$ cat config.mk
export PLATFORM = sky130hd
export DESIGN_NAME = speed_pid_drive_brake_split_flat
export DESIGN_NICKNAME = d
export VERILOG_FILES = /design/src/hw/rtl/spbs_pkg.sv /design/src/hw/rtl/spbs_if.sv /design/src/hw/rtl/spbs_cfg.sv /design/src/hw/rtl/spbs_ctrl.sv /design/src/hw/rtl/spbs_dp.sv /design/src/hw/rtl/speed_pid_drive_brake_split.sv /design/src/flat_wrapper.sv
export SDC_FILE = /design/constraint.sdc
export NUM_CORES = 2
export LEC_CHECK = 0
export BUFFER_PORTS_ARGS = -buffer_cell sky130_fd_sc_hd__buf_4
export CAP_MARGIN = 5
export CORE_MARGIN = 5
export CORE_UTILIZATION = 30
export DETAILED_ROUTE_END_ITERATION = 8
export PLACE_DENSITY_LB_ADDON = 0.25
export SETUP_SLACK_MARGIN = 0.02
export SYNTH_ARGS = -nofsm -noshare
export SYNTH_HDL_FRONTEND = slang
export SYNTH_SLANG_ARGS = --single-unit
export TNS_END_PERCENT = 1
$ cat constraint.sdc
create_clock -name clk -period 20.1 [get_ports clk]
set_clock_uncertainty 0.2 [all_clocks]
set_input_delay 2.01 -clock clk [delete_from_list [all_inputs] [get_ports clk]]
set_output_delay 2.01 -clock clk [all_outputs]
set_load 0.03 [all_outputs]
$ cat src/hw/rtl/spbs_pkg.sv
package spbs_pkg;

  localparam int unsigned ERR_W   = 18;
  localparam int unsigned SPEED_W = 16;
  localparam int unsigned CFG_DW  = 32;
  localparam int unsigned IDX_W   = 3;

  // magnitude ceiling of one PID term, Q.24
  localparam logic [63:0] TERM_LIMIT = 64'h1000_0000_0000_0000;

  localparam logic [31:0] RST_GAIN_PROP        = 32'd131072;
  localparam logic [31:0] RST_GAIN_INTEGRAL_DT = 32'd983;
  localparam logic [31:0] RST_GAIN_DERIV_RATE  = 32'd131072;
  localparam logic [14:0] RST_ACCEL_LIMIT      = 15'd512;
  localparam logic [31:0] RST_TORQUE_PER_ACCEL = 32'd7733248;
  localparam logic [15:0] RST_TORQUE_LIMIT     = 16'd51200;
  localparam logic [15:0] RST_TORQUE_DEADBAND  = 16'd3840;

  typedef enum logic [IDX_W-1:0] {
    REG_GAIN_PROP        = 3'd0,
    REG_GAIN_INTEGRAL_DT = 3'd1,
    REG_GAIN_DERIV_RATE  = 3'd2,
    REG_ACCEL_LIMIT      = 3'd3,
    REG_TORQUE_PER_ACCEL = 3'd4,
    REG_TORQUE_LIMIT     = 3'd5,
    REG_TORQUE_DEADBAND  = 3'd6
  } reg_idx_t;

  typedef enum logic [1:0] {
    MUL_P = 2'd0,
    MUL_I = 2'd1,
    MUL_D = 2'd2,
    MUL_T = 2'd3
  } mul_sel_t;

  typedef struct packed {
    logic [31:0] gain_prop;
    logic [31:0] gain_integral_dt;
    logic [31:0] gain_deriv_rate;
    logic [14:0] accel_limit;
    logic [31:0] torque_per_accel;
    logic [15:0] torque_limit;
    logic [15:0] torque_deadband;
  } cfg_t;

  typedef struct packed {
    logic     capture;
    logic     mul_en;
    mul_sel_t mul_sel;
    logic     sum_clear;
    logic     sum_add;
    logic     state_upd;
    logic     accel_upd;
    logic     out_load;
  } dp_cmd_t;

  typedef struct packed {
    logic out_free;
  } dp_status_t;

endpackage

$ cat src/hw/rtl/spbs_if.sv
interface spbs_in_if;
  logic               valid;
  logic               ready;
  logic signed [15:0] target_speed;
  logic signed [15:0] current_speed;

  modport source (output valid, output target_speed, output current_speed, input ready);
  modport sink (input valid, input target_speed, input current_speed, output ready);
endinterface

interface spbs_out_if;
  logic               valid;
  logic               ready;
  logic signed [15:0] accel_command;
  logic        [15:0] drive_torque;
  logic        [15:0] brake_torque;
  logic               windup_reset;

  modport source (output valid, output accel_command, output drive_torque,
                  output brake_torque, output windup_reset, input ready);
  modport sink (input valid, input accel_command, input drive_torque,
                input brake_torque, input windup_reset, output ready);
endinterface

interface spbs_cfg_if;
  logic        valid;
  logic        ready;
  logic [2:0]  index;
  logic [31:0] data;

  modport source (output valid, output index, output data, input ready);
  modport sink (input valid, input index, input data, output ready);
endinterface

$ cat src/hw/rtl/spbs_cfg.sv
module spbs_cfg (
  input  logic              clk,
  input  logic              rst,
  spbs_cfg_if.sink          cfg,
  output spbs_pkg::cfg_t    regs
);

  assign cfg.ready = 1'b1;

  always_ff @(posedge clk) begin
    if (rst) begin
      regs.gain_prop        <= spbs_pkg::RST_GAIN_PROP;
      regs.gain_integral_dt <= spbs_pkg::RST_GAIN_INTEGRAL_DT;
      regs.gain_deriv_rate  <= spbs_pkg::RST_GAIN_DERIV_RATE;
      regs.accel_limit      <= spbs_pkg::RST_ACCEL_LIMIT;
      regs.torque_per_accel <= spbs_pkg::RST_TORQUE_PER_ACCEL;
      regs.torque_limit     <= spbs_pkg::RST_TORQUE_LIMIT;
      regs.torque_deadband  <= spbs_pkg::RST_TORQUE_DEADBAND;
    end else if (cfg.valid) begin
      unique case (cfg.index)
        spbs_pkg::REG_GAIN_PROP:        regs.gain_prop        <= cfg.data;
        spbs_pkg::REG_GAIN_INTEGRAL_DT: regs.gain_integral_dt <= cfg.data;
        spbs_pkg::REG_GAIN_DERIV_RATE:  regs.gain_deriv_rate  <= cfg.data;
        spbs_pkg::REG_ACCEL_LIMIT:      regs.accel_limit      <= cfg.data[14:0];
        spbs_pkg::REG_TORQUE_PER_ACCEL: regs.torque_per_accel <= cfg.data;
        spbs_pkg::REG_TORQUE_LIMIT:     regs.torque_limit     <= cfg.data[15:0];
        spbs_pkg::REG_TORQUE_DEADBAND:  regs.torque_deadband  <= cfg.data[15:0];
        default: ;  // unknown index: drop the write
      endcase
    end
  end

endmodule

$ cat src/hw/rtl/spbs_ctrl.sv
module spbs_ctrl (
  input  logic                   clk,
  input  logic                   rst,
  input  logic                   req_valid,
  output logic                   req_ready,
  input  spbs_pkg::dp_status_t   status,
  output spbs_pkg::dp_cmd_t      cmd
);

  typedef enum logic [7:0] {
    S_IDLE = 8'b0000_0001,
    S_MP   = 8'b0000_0010,
    S_MI   = 8'b0000_0100,
    S_MD   = 8'b0000_1000,
    S_AD   = 8'b0001_0000,
    S_AC   = 8'b0010_0000,
    S_MT   = 8'b0100_0000,
    S_TQ   = 8'b1000_0000
  } state_t;

  state_t state, state_next;

  assign req_ready = (state == S_IDLE);

  always_comb begin
    cmd        = '0;
    state_next = state;
    unique case (state)
      S_IDLE: begin
        cmd.capture = req_valid;
        if (req_valid) state_next = S_MP;
      end
      S_MP: begin
        cmd.mul_en    = 1'b1;
        cmd.mul_sel   = spbs_pkg::MUL_P;
        cmd.sum_clear = 1'b1;
        state_next    = S_MI;
      end
      S_MI: begin
        cmd.mul_en  = 1'b1;
        cmd.mul_sel = spbs_pkg::MUL_I;
        cmd.sum_add = 1'b1;
        state_next  = S_MD;
      end
      S_MD: begin
        // integral product is in the product register: windup check here
        cmd.mul_en    = 1'b1;
        cmd.mul_sel   = spbs_pkg::MUL_D;
        cmd.sum_add   = 1'b1;
        cmd.state_upd = 1'b1;
        state_next    = S_AD;
      end
      S_AD: begin
        cmd.sum_add = 1'b1;
        state_next  = S_AC;
      end
      S_AC: begin
        cmd.accel_upd = 1'b1;
        state_next    = S_MT;
      end
      S_MT: begin
        cmd.mul_en  = 1'b1;
        cmd.mul_sel = spbs_pkg::MUL_T;
        state_next  = S_TQ;
      end
      S_TQ: begin
        // hold until the output register is free
        if (status.out_free) begin
          cmd.out_load = 1'b1;
          state_next   = S_IDLE;
        end
      end
      default: state_next = S_IDLE;
    endcase
  end

  always_ff @(posedge clk) begin
    if (rst) begin
      state <= S_IDLE;
    end else begin
      state <= state_next;
    end
  end

endmodule

$ cat src/hw/rtl/spbs_dp.sv
module spbs_dp (
  input  logic                   clk,
  input  logic                   rst,
  input  spbs_pkg::cfg_t         regs,
  input  spbs_pkg::dp_cmd_t      cmd,
  output spbs_pkg::dp_status_t   status,
  input  logic signed [15:0]     target_speed,
  input  logic signed [15:0]     current_speed,
  spbs_out_if.source             rsp
);

  logic signed [16:0] tgt_abs;
  logic signed [17:0] err_next;
  logic signed [17:0] err;
  logic signed [17:0] prev_err;
  logic signed [31:0] acc;
  logic               err_nz;

  logic signed [32:0] isum;
  logic signed [18:0] dsum;
  logic        [31:0] err_mag;
  logic        [31:0] imag;
  logic        [31:0] dmag;
  logic        [31:0] amag;

  logic        [31:0] mul_a;
  logic        [31:0] mul_b;
  logic               mul_neg;
  logic        [63:0] prod;
  logic               prod_neg;
  logic        [63:0] prod_sat;
  logic signed [63:0] term;
  logic signed [63:0] sum;

  logic signed [31:0] acc_sat;
  logic        [63:0] acc_lim;
  logic               windup;
  logic               windup_flag;

  logic signed [63:0] lim_s;
  logic        [30:0] cmag;
  logic               cneg;
  logic        [31:0] arnd;
  logic signed [15:0] accel;

  logic        [63:0] tlim;
  logic        [31:0] tmag;
  logic        [32:0] trnd;
  logic        [15:0] tval;
  logic               tover;

  assign tgt_abs  = target_speed[15] ? -17'(target_speed) : 17'(target_speed);
  assign err_next = 18'(tgt_abs) - 18'(current_speed);
  assign err_nz   = (err != '0);

  assign isum = 33'(acc) + 33'(err);
  assign dsum = 19'(err) - 19'(prev_err);

  assign err_mag = err[17]   ? 32'(-err)   : 32'(err);
  assign imag    = isum[32]  ? 32'(-isum)  : 32'(isum);
  assign dmag    = dsum[18]  ? 32'(-dsum)  : 32'(dsum);
  assign amag    = accel[15] ? 32'(-accel) : 32'(accel);

  // operand select for the shared multiplier
  always_comb begin
    unique case (cmd.mul_sel)
      spbs_pkg::MUL_P: begin
        mul_a   = regs.gain_prop;
        mul_b   = err_mag;
        mul_neg = err[17];
      end
      spbs_pkg::MUL_I: begin
        mul_a   = regs.gain_integral_dt;
        mul_b   = err_nz ? imag : '0;
        mul_neg = isum[32];
      end
      spbs_pkg::MUL_D: begin
        mul_a   = regs.gain_deriv_rate;
        mul_b   = err_nz ? dmag : '0;
        mul_neg = dsum[18];
      end
      spbs_pkg::MUL_T: begin
        mul_a   = regs.torque_per_accel;
        mul_b   = amag;
        mul_neg = accel[15];
      end
      default: begin
        mul_a   = '0;
        mul_b   = '0;
        mul_neg = 1'b0;
      end
    endcase
  end

  assign prod_sat = (prod > spbs_pkg::TERM_LIMIT) ? spbs_pkg::TERM_LIMIT : prod;
  assign term     = prod_neg ? -$signed(prod_sat) : $signed(prod_sat);

  // saturating accumulator update and windup test on the integral term
  assign acc_sat = (isum[32] != isum[31]) ? (isum[32] ? 32'sh8000_0000 : 32'sh7FFF_FFFF)
                                          : isum[31:0];
  assign acc_lim = {33'b0, regs.accel_limit, 16'b0};
  assign windup  = (prod_sat > acc_lim);

  // clamp the PID sum to the acceleration limit, then round to Q8.8
  assign lim_s = $signed(acc_lim);
  always_comb begin
    if (sum > lim_s) begin
      cneg = 1'b0;
      cmag = acc_lim[30:0];
    end else if (sum < -lim_s) begin
      cneg = 1'b1;
      cmag = acc_lim[30:0];
    end else begin
      cneg = sum[63];
      cmag = sum[63] ? 31'(-sum) : 31'(sum);
    end
  end
  assign arnd = (32'(cmag) + 32'd32768) >> 16;

  // torque clamp, round and deadband split
  assign tlim  = {32'b0, regs.torque_limit, 16'b0};
  assign tmag  = (prod > tlim) ? tlim[31:0] : prod[31:0];
  assign trnd  = (33'(tmag) + 33'd32768) >> 16;
  assign tval  = trnd[15:0];
  assign tover = (tval > regs.torque_deadband);

  always_ff @(posedge clk) begin
    if (cmd.capture) err <= err_next;
    if (cmd.mul_en) begin
      prod     <= 64'(mul_a) * 64'(mul_b);
      prod_neg <= mul_neg;
    end
    if (cmd.sum_clear) begin
      sum <= '0;
    end else if (cmd.sum_add) begin
      sum <= sum + term;
    end
    if (cmd.state_upd) windup_flag <= windup;
    if (cmd.accel_upd) accel <= cneg ? -16'(arnd) : 16'(arnd);
  end

  always_ff @(posedge clk) begin
    if (rst) begin
      acc      <= '0;
      prev_err <= '0;
    end else if (cmd.state_upd) begin
      acc      <= windup ? '0 : acc_sat;
      prev_err <= err;
    end
  end

  assign status.out_free = !rsp.valid || rsp.ready;

  always_ff @(posedge clk) begin
    if (rst) begin
      rsp.valid <= 1'b0;
    end else if (cmd.out_load) begin
      rsp.valid <= 1'b1;
    end else if (rsp.ready) begin
      rsp.valid <= 1'b0;
    end
  end

  always_ff @(posedge clk) begin
    if (cmd.out_load) begin
      rsp.accel_command <= accel;
      rsp.drive_torque  <= (!prod_neg && tover) ? tval : '0;
      rsp.brake_torque  <= (prod_neg && tover) ? tval : '0;
      rsp.windup_reset  <= windup_flag;
    end
  end

endmodule

$ cat src/hw/rtl/speed_pid_drive_brake_split.sv
// Speed PID with drive/brake torque split. One transfer on req carries a
// target and a measured speed (Q8.8); one transfer on rsp returns the
// clamped acceleration, the drive or brake torque and the windup flag. An
// item is taken only while idle, and the next only once its result is
// loaded, which waits for a free output register. A single 32x32
// multiplier forms the proportional, integral, derivative and torque
// products one after another, with a clamp-and-round step between the PID
// sum and the torque product. A finished result waits in the output register
// while the next item is taken. Cfg ready is always high, and the user must
// write the registers only while idle; the block does not enforce this.
module speed_pid_drive_brake_split (
  input  logic        clk,
  input  logic        rst,
  spbs_in_if.sink     req,
  spbs_out_if.source  rsp,
  spbs_cfg_if.sink    cfg
);

  spbs_pkg::cfg_t       regs;
  spbs_pkg::dp_cmd_t    cmd;
  spbs_pkg::dp_status_t status;
  logic                 ready;

  assign req.ready = ready;

  spbs_cfg u_cfg (
    .clk  (clk),
    .rst  (rst),
    .cfg  (cfg),
    .regs (regs)
  );

  spbs_ctrl u_ctrl (
    .clk       (clk),
    .rst       (rst),
    .req_valid (req.valid),
    .req_ready (ready),
    .status    (status),
    .cmd       (cmd)
  );

  spbs_dp u_dp (
    .clk           (clk),
    .rst           (rst),
    .regs          (regs),
    .cmd           (cmd),
    .status        (status),
    .target_speed  (req.target_speed),
    .current_speed (req.current_speed),
    .rsp           (rsp)
  );

  // one item in flight: no new transfer right after one is taken
  a_single_item: assert property (@(posedge clk) disable iff (rst)
    (req.valid && ready) |=> !ready)
    else $error("input taken while an item is in flight");

  // never overwrite a result that has not been taken
  a_no_overwrite: assert property (@(posedge clk) disable iff (rst)
    cmd.out_load |-> (!rsp.valid || rsp.ready))
    else $error("result register overwritten");

  a_split_exclusive: assert property (@(posedge clk) disable iff (rst)
    rsp.valid |-> (rsp.drive_torque == 16'd0 || rsp.brake_torque == 16'd0))
    else $error("drive and brake both requested");

endmodule
$ cat src/flat_wrapper.sv
// flat-port wrapper written by rule: the top's interface ports become plain ports
module speed_pid_drive_brake_split_flat 
  (clk, rst, req_valid, req_target_speed, req_current_speed, req_ready, rsp_valid, rsp_accel_command, rsp_drive_torque, rsp_brake_torque, rsp_windup_reset, rsp_ready, cfg_valid, cfg_index, cfg_data, cfg_ready);
  spbs_in_if req_i ();
  spbs_out_if rsp_i ();
  spbs_cfg_if cfg_i ();
  input  logic clk;
  input  logic rst;
  input wire logic [$bits(req_i.valid)-1:0] req_valid;
  input wire logic [$bits(req_i.target_speed)-1:0] req_target_speed;
  input wire logic [$bits(req_i.current_speed)-1:0] req_current_speed;
  output wire logic [$bits(req_i.ready)-1:0] req_ready;
  output wire logic [$bits(rsp_i.valid)-1:0] rsp_valid;
  output wire logic [$bits(rsp_i.accel_command)-1:0] rsp_accel_command;
  output wire logic [$bits(rsp_i.drive_torque)-1:0] rsp_drive_torque;
  output wire logic [$bits(rsp_i.brake_torque)-1:0] rsp_brake_torque;
  output wire logic [$bits(rsp_i.windup_reset)-1:0] rsp_windup_reset;
  input wire logic [$bits(rsp_i.ready)-1:0] rsp_ready;
  input wire logic [$bits(cfg_i.valid)-1:0] cfg_valid;
  input wire logic [$bits(cfg_i.index)-1:0] cfg_index;
  input wire logic [$bits(cfg_i.data)-1:0] cfg_data;
  output wire logic [$bits(cfg_i.ready)-1:0] cfg_ready;
  assign req_i.valid = req_valid;
  assign req_i.target_speed = req_target_speed;
  assign req_i.current_speed = req_current_speed;
  assign req_ready = req_i.ready;
  assign rsp_valid = rsp_i.valid;
  assign rsp_accel_command = rsp_i.accel_command;
  assign rsp_drive_torque = rsp_i.drive_torque;
  assign rsp_brake_torque = rsp_i.brake_torque;
  assign rsp_windup_reset = rsp_i.windup_reset;
  assign rsp_i.ready = rsp_ready;
  assign cfg_i.valid = cfg_valid;
  assign cfg_i.index = cfg_index;
  assign cfg_i.data = cfg_data;
  assign cfg_ready = cfg_i.ready;
  speed_pid_drive_brake_split u_core (.clk(clk), .rst(rst), .req(req_i), .rsp(rsp_i), .cfg(cfg_i));
endmodule
==> run summary <==
The Yosys step of the flow raised 0 warnings. The half-perimeter wire length after placement was 185600 µm. Entering global routing, the biggest net connects 97 pins. The most frequent standard cell in the layout excluding fill and tap cells was nand2_1.

The synthesized-area fraction occupied by xor and xnor cells is 0.04899, and the die area is 226200 µm². The netlist area before placement was 65030 µm²; the slew of the pin with the lowest slew margin was 1.224 ns. For the routability congestion estimate, the log shows 0.9242. The post-layout instance area is 71070 µm². Combinational family with the most area after synthesis: adder cells. The tools report the post-cts repair resize count as 0. The share of the cycle needed by the critical path after routing is 0.6686. The number of global-route vias before repair is 56520, and the number of CTS-inserted buffers is 49. The portion of the post-synthesis area used by sequential elements came out at 0.1605. Hold repair after CTS inserted 0 buffers. Counting flops with a built-in enable in the synthesized netlist gives 149.

The top cell types in the final layout, fill and taps aside, are nand2_1 (1387), inv_1 (1226), fa_1 (900). The run gives 0.05689 mV as the worst voltage drop across the vdd grid. The netlist uses 103 different library cells.

The cell count after synthesis is 7973, and the maximum net fanout on the critical path is 21. The tools report the area after detailed placement as 69420 µm². The share of the synthesized area in compound gates (AO/OA/AOI/OAI) works out to 0.1319. The run gives 447 as the number of clock sinks. The leakage power summed over all cells is 33.34 nW. After the last flow step, the layout net total stands at 9423. The run gives 236800 µm as the final wirelength. Summed over all instances, the cell type with the most area after synthesis is fa_1.

The buffers inserted during post-CTS setup optimization is 0, and the fmax is 74.41 MHz. The path with the worst hold slack has its endpoint at u_core.u_cfg.regs[131]. The worst register-to-register path ends at u_core.u_dp.prod[63].

The worst hold-check slack was 0.2524 ns. After floorplanning, the core was divided into 171 placement rows. For the final hold violation count, the log shows 0.

The remaining routing DRC violations came out at 0. The first detailed-routing pass took 6 iterations. The aggregate global-route resource usage was 0.2071.

The most repeated library cell on the critical path was fa_1. Setup repair after global routing left no endpoint under its margin. STA classifies the critical path startpoint as a flop.

The clock tree buffer depth came out at 3. The post-synthesis async set-or-reset flop share is 0, and the count of non-filler cells in the finished layout is 10830. The vertical die dimension came out at 475.6 µm.

The initial antenna violation count came out at 8. A synthesized cell averages 8.156 µm². The synthesized-area fraction occupied by adder cells is 0.3765. The final route contains 56060 vias. The placed instance count is 10740. The startpoint identified for the worst register-to-register timing path is u_core.u_dp.err[0].

After clock tree synthesis, the clock-pin slew on the worst setup and hold paths is 0.07 ns. The final number of setup-violating endpoints was 0. Category of the most critical setup path: flop to flop.

After synthesis the netlist holds a flip-flop and latch count of 447. For this design the ratio of total power to cell area is 50.43 nW/µm². The root buffer cell chosen for the clock tree is clkbuf_16.

The tools report the number of max-capacitance violations reported as 0. Counting I/O delays and the setup requirement, the final critical path takes 13.44 ns. STA classifies the critical path endpoint as a flop. After global routing the overflow that remains totals 0. The per-cell via count in the routed design was 5.176.

The path type of the worst min-delay path was flop to flop. 124 I/O pins were placed. In the synthesized netlist the dominant register cell turns out to be dfxtp_1. Along the worst hold path, the cell count comes to 2. The multiplexer share of the synthesized area works out to 0.003309. Port buffering added 122 buffers. For the clock latency on the worst-skew pair, the log shows 0.66 ns.

The flow ran to the end, and the final reports show no timing, DRC or antenna violations. The share of cells above drive strength 1 is 0.05831, and the number of levels in the clock H-tree is 2. Wire length of the first global-routing pass: 358000 µm.

At the worst endpoint, the required time is 20.26 ns. After detailed routing, the average wire length per cell comes to 21.86 µm. The tools report the final cell utilization of the core as 0.3282.

Sorting the synthesized cells by area gives the leading types as fa_1 (28%), ha_1 (9.9%), dfxtp_1 (9.2%), nand2_1 (8.0%), inv_1 (7.1%). The number of nets in the synthesized netlist is 9461. The relative slew slack was 0.1839. Area growth from synthesis to layout: 9.289%. The logs give 13.60 ns for the arrival time at the worst endpoint and 0 for the antenna violation net count after detailed routing. After routing, the total negative slack on setup checks comes to 0 ns. The tools report the initial cell density of the core as 0.3003. The tools report the DRC marker count from the first detailed-route iteration as 4607. The die is 475.6 µm wide. Total count of max-transition violations in the final report: 0. The largest individual stage delay along the critical path comes from the cell or4b_2. The number of cells on the worst reg-to-reg path is 41. The biggest cell delay along the critical path works out to 0.71 ns.

The worst hold path begins at u_core.u_cfg.regs[131]. The area share of the largest cell type after synthesis is 0.2771. TritonCTS built the clock tree.

For flop-to-flop paths, the worst setup slack is 6.66 ns. The run gives 216500 µm² as the total core area. The simple-gate portion of the synthesized area came out at 0.1854.
==> state kept, by name, indices dropped and copies added (netlist names) <==
signal and flops:
u_core.u_cfg.regs 175, u_core.u_dp.prod 64, u_core.u_dp.sum 64, u_core.u_dp.acc 32
u_core.u_dp.err 18, u_core.u_dp.prev_err 18, u_core.u_dp.accel 16, u_core.u_dp.rsp.accel_command 16
u_core.u_dp.rsp.brake_torque 16, u_core.u_dp.rsp.drive_torque 16, u_core.u_ctrl.state 8, u_core.u_dp.prod_neg 1
u_core.u_dp.rsp.valid 1, u_core.u_dp.rsp.windup_reset 1, u_core.u_dp.windup_flag 1
==> power by group <==
part	switching, mW	internal (mW)
Clock	0.434	0.537
Combinational	1.06	0.528
Sequential	0.0434	0.984
==> layer usage <==
metal  global-route usage  up-vias  share of wire
met3              0.02464      294          0.064
met5                    0        -              0
met2               0.3370     1814           0.46
met4              0.05603        0          0.029
li1                     -    25600              -
met1               0.2910    28360           0.45
==> synthesized netlist by cell type, types with 137 or more instances <==
cell type  instances
xor2_1           137
a21oi_1          506
o21ai_0          259
inv_1           1227
a21o_1           152
ha_1             516
xnor2_1          223
nand2_1         1393
nor2_1           699
edfxtp_1         149
clkbuf_1         328
fa_1             900
dfxtp_1          298
==> worst max-delay path: cells and delay by family (launching register included) <==
family | cells | cell delay [ns]
and+or+nand+nor | 5 | 2.38
AOI/OAI and AO/OA | 16 | 4.44
adders and majority gates | 11 | 4.89
DFF | 1 | 0.44
buffers and inverters | 6 | 0.45
muxes | 1 | 0.16
xor gates and xnor gates | 2 | 0.21
==> logic make-up after synthesis <==
family                   Yosys count
AO/OA/AOI/OAI                   1373
XOR/XNOR                         362
adder cells (fa/ha/maj)         1417
buffers and inverters           1589
flip-flops                       447
multiplexers                      20
other                              2
AND/OR/NAND/NOR                 2763
==> worst max-delay path by stage <==
stage | cells past startpoint | end | startpoint | slack [ns]
finish | 41 | u_core.u_dp.prod[63] | u_core.u_dp.err[0] | 6.66
global route | 43 | u_core.u_dp.prod[63] | u_core.u_dp.err[0] | 6.10
CTS | 41 | u_core.u_dp.prod[63] | u_core.u_dp.err[0] | 6.65
detailed placement | 41 | u_core.u_dp.prod[63] | u_core.u_dp.err[0] | 6.72
global placement | 43 | u_core.u_dp.prod[63] | u_core.u_dp.err[0] | 6.78
floorplan | 45 | u_core.u_dp.prod[62] | u_core.u_dp.err[17] | 8.60
==> final cells by class <==
| cell class | instances | area, µm² |
|---|---|---|
| Clock buffer | 63 | 1371 |
| Inverter | 1228 | 4609 |
| Timing Repair Buffer | 272 | 2046 |
| Multi-Input combinational cell | 5937 | 48750 |
| Tap cell | 2854 | 3571 |
| Antenna cell | 3 | 7.507 |
| Clock inverter | 27 | 275.3 |
| Fill cell | 23000 | 145500 |
| Sequential cell | 447 | 10440 |
==> per-stage QoR <==
step | total power, mW | setup slack [ns]
finish | 3.584 | 6.661
global placement | 2.613 | 6.777
global route | 3.804 | 6.102
floorplan | 2.073 | 8.603
detailed placement | 2.625 | 6.722
CTS | 3.607 | 6.655
Note: power is estimated with default switching activity, not from simulation.
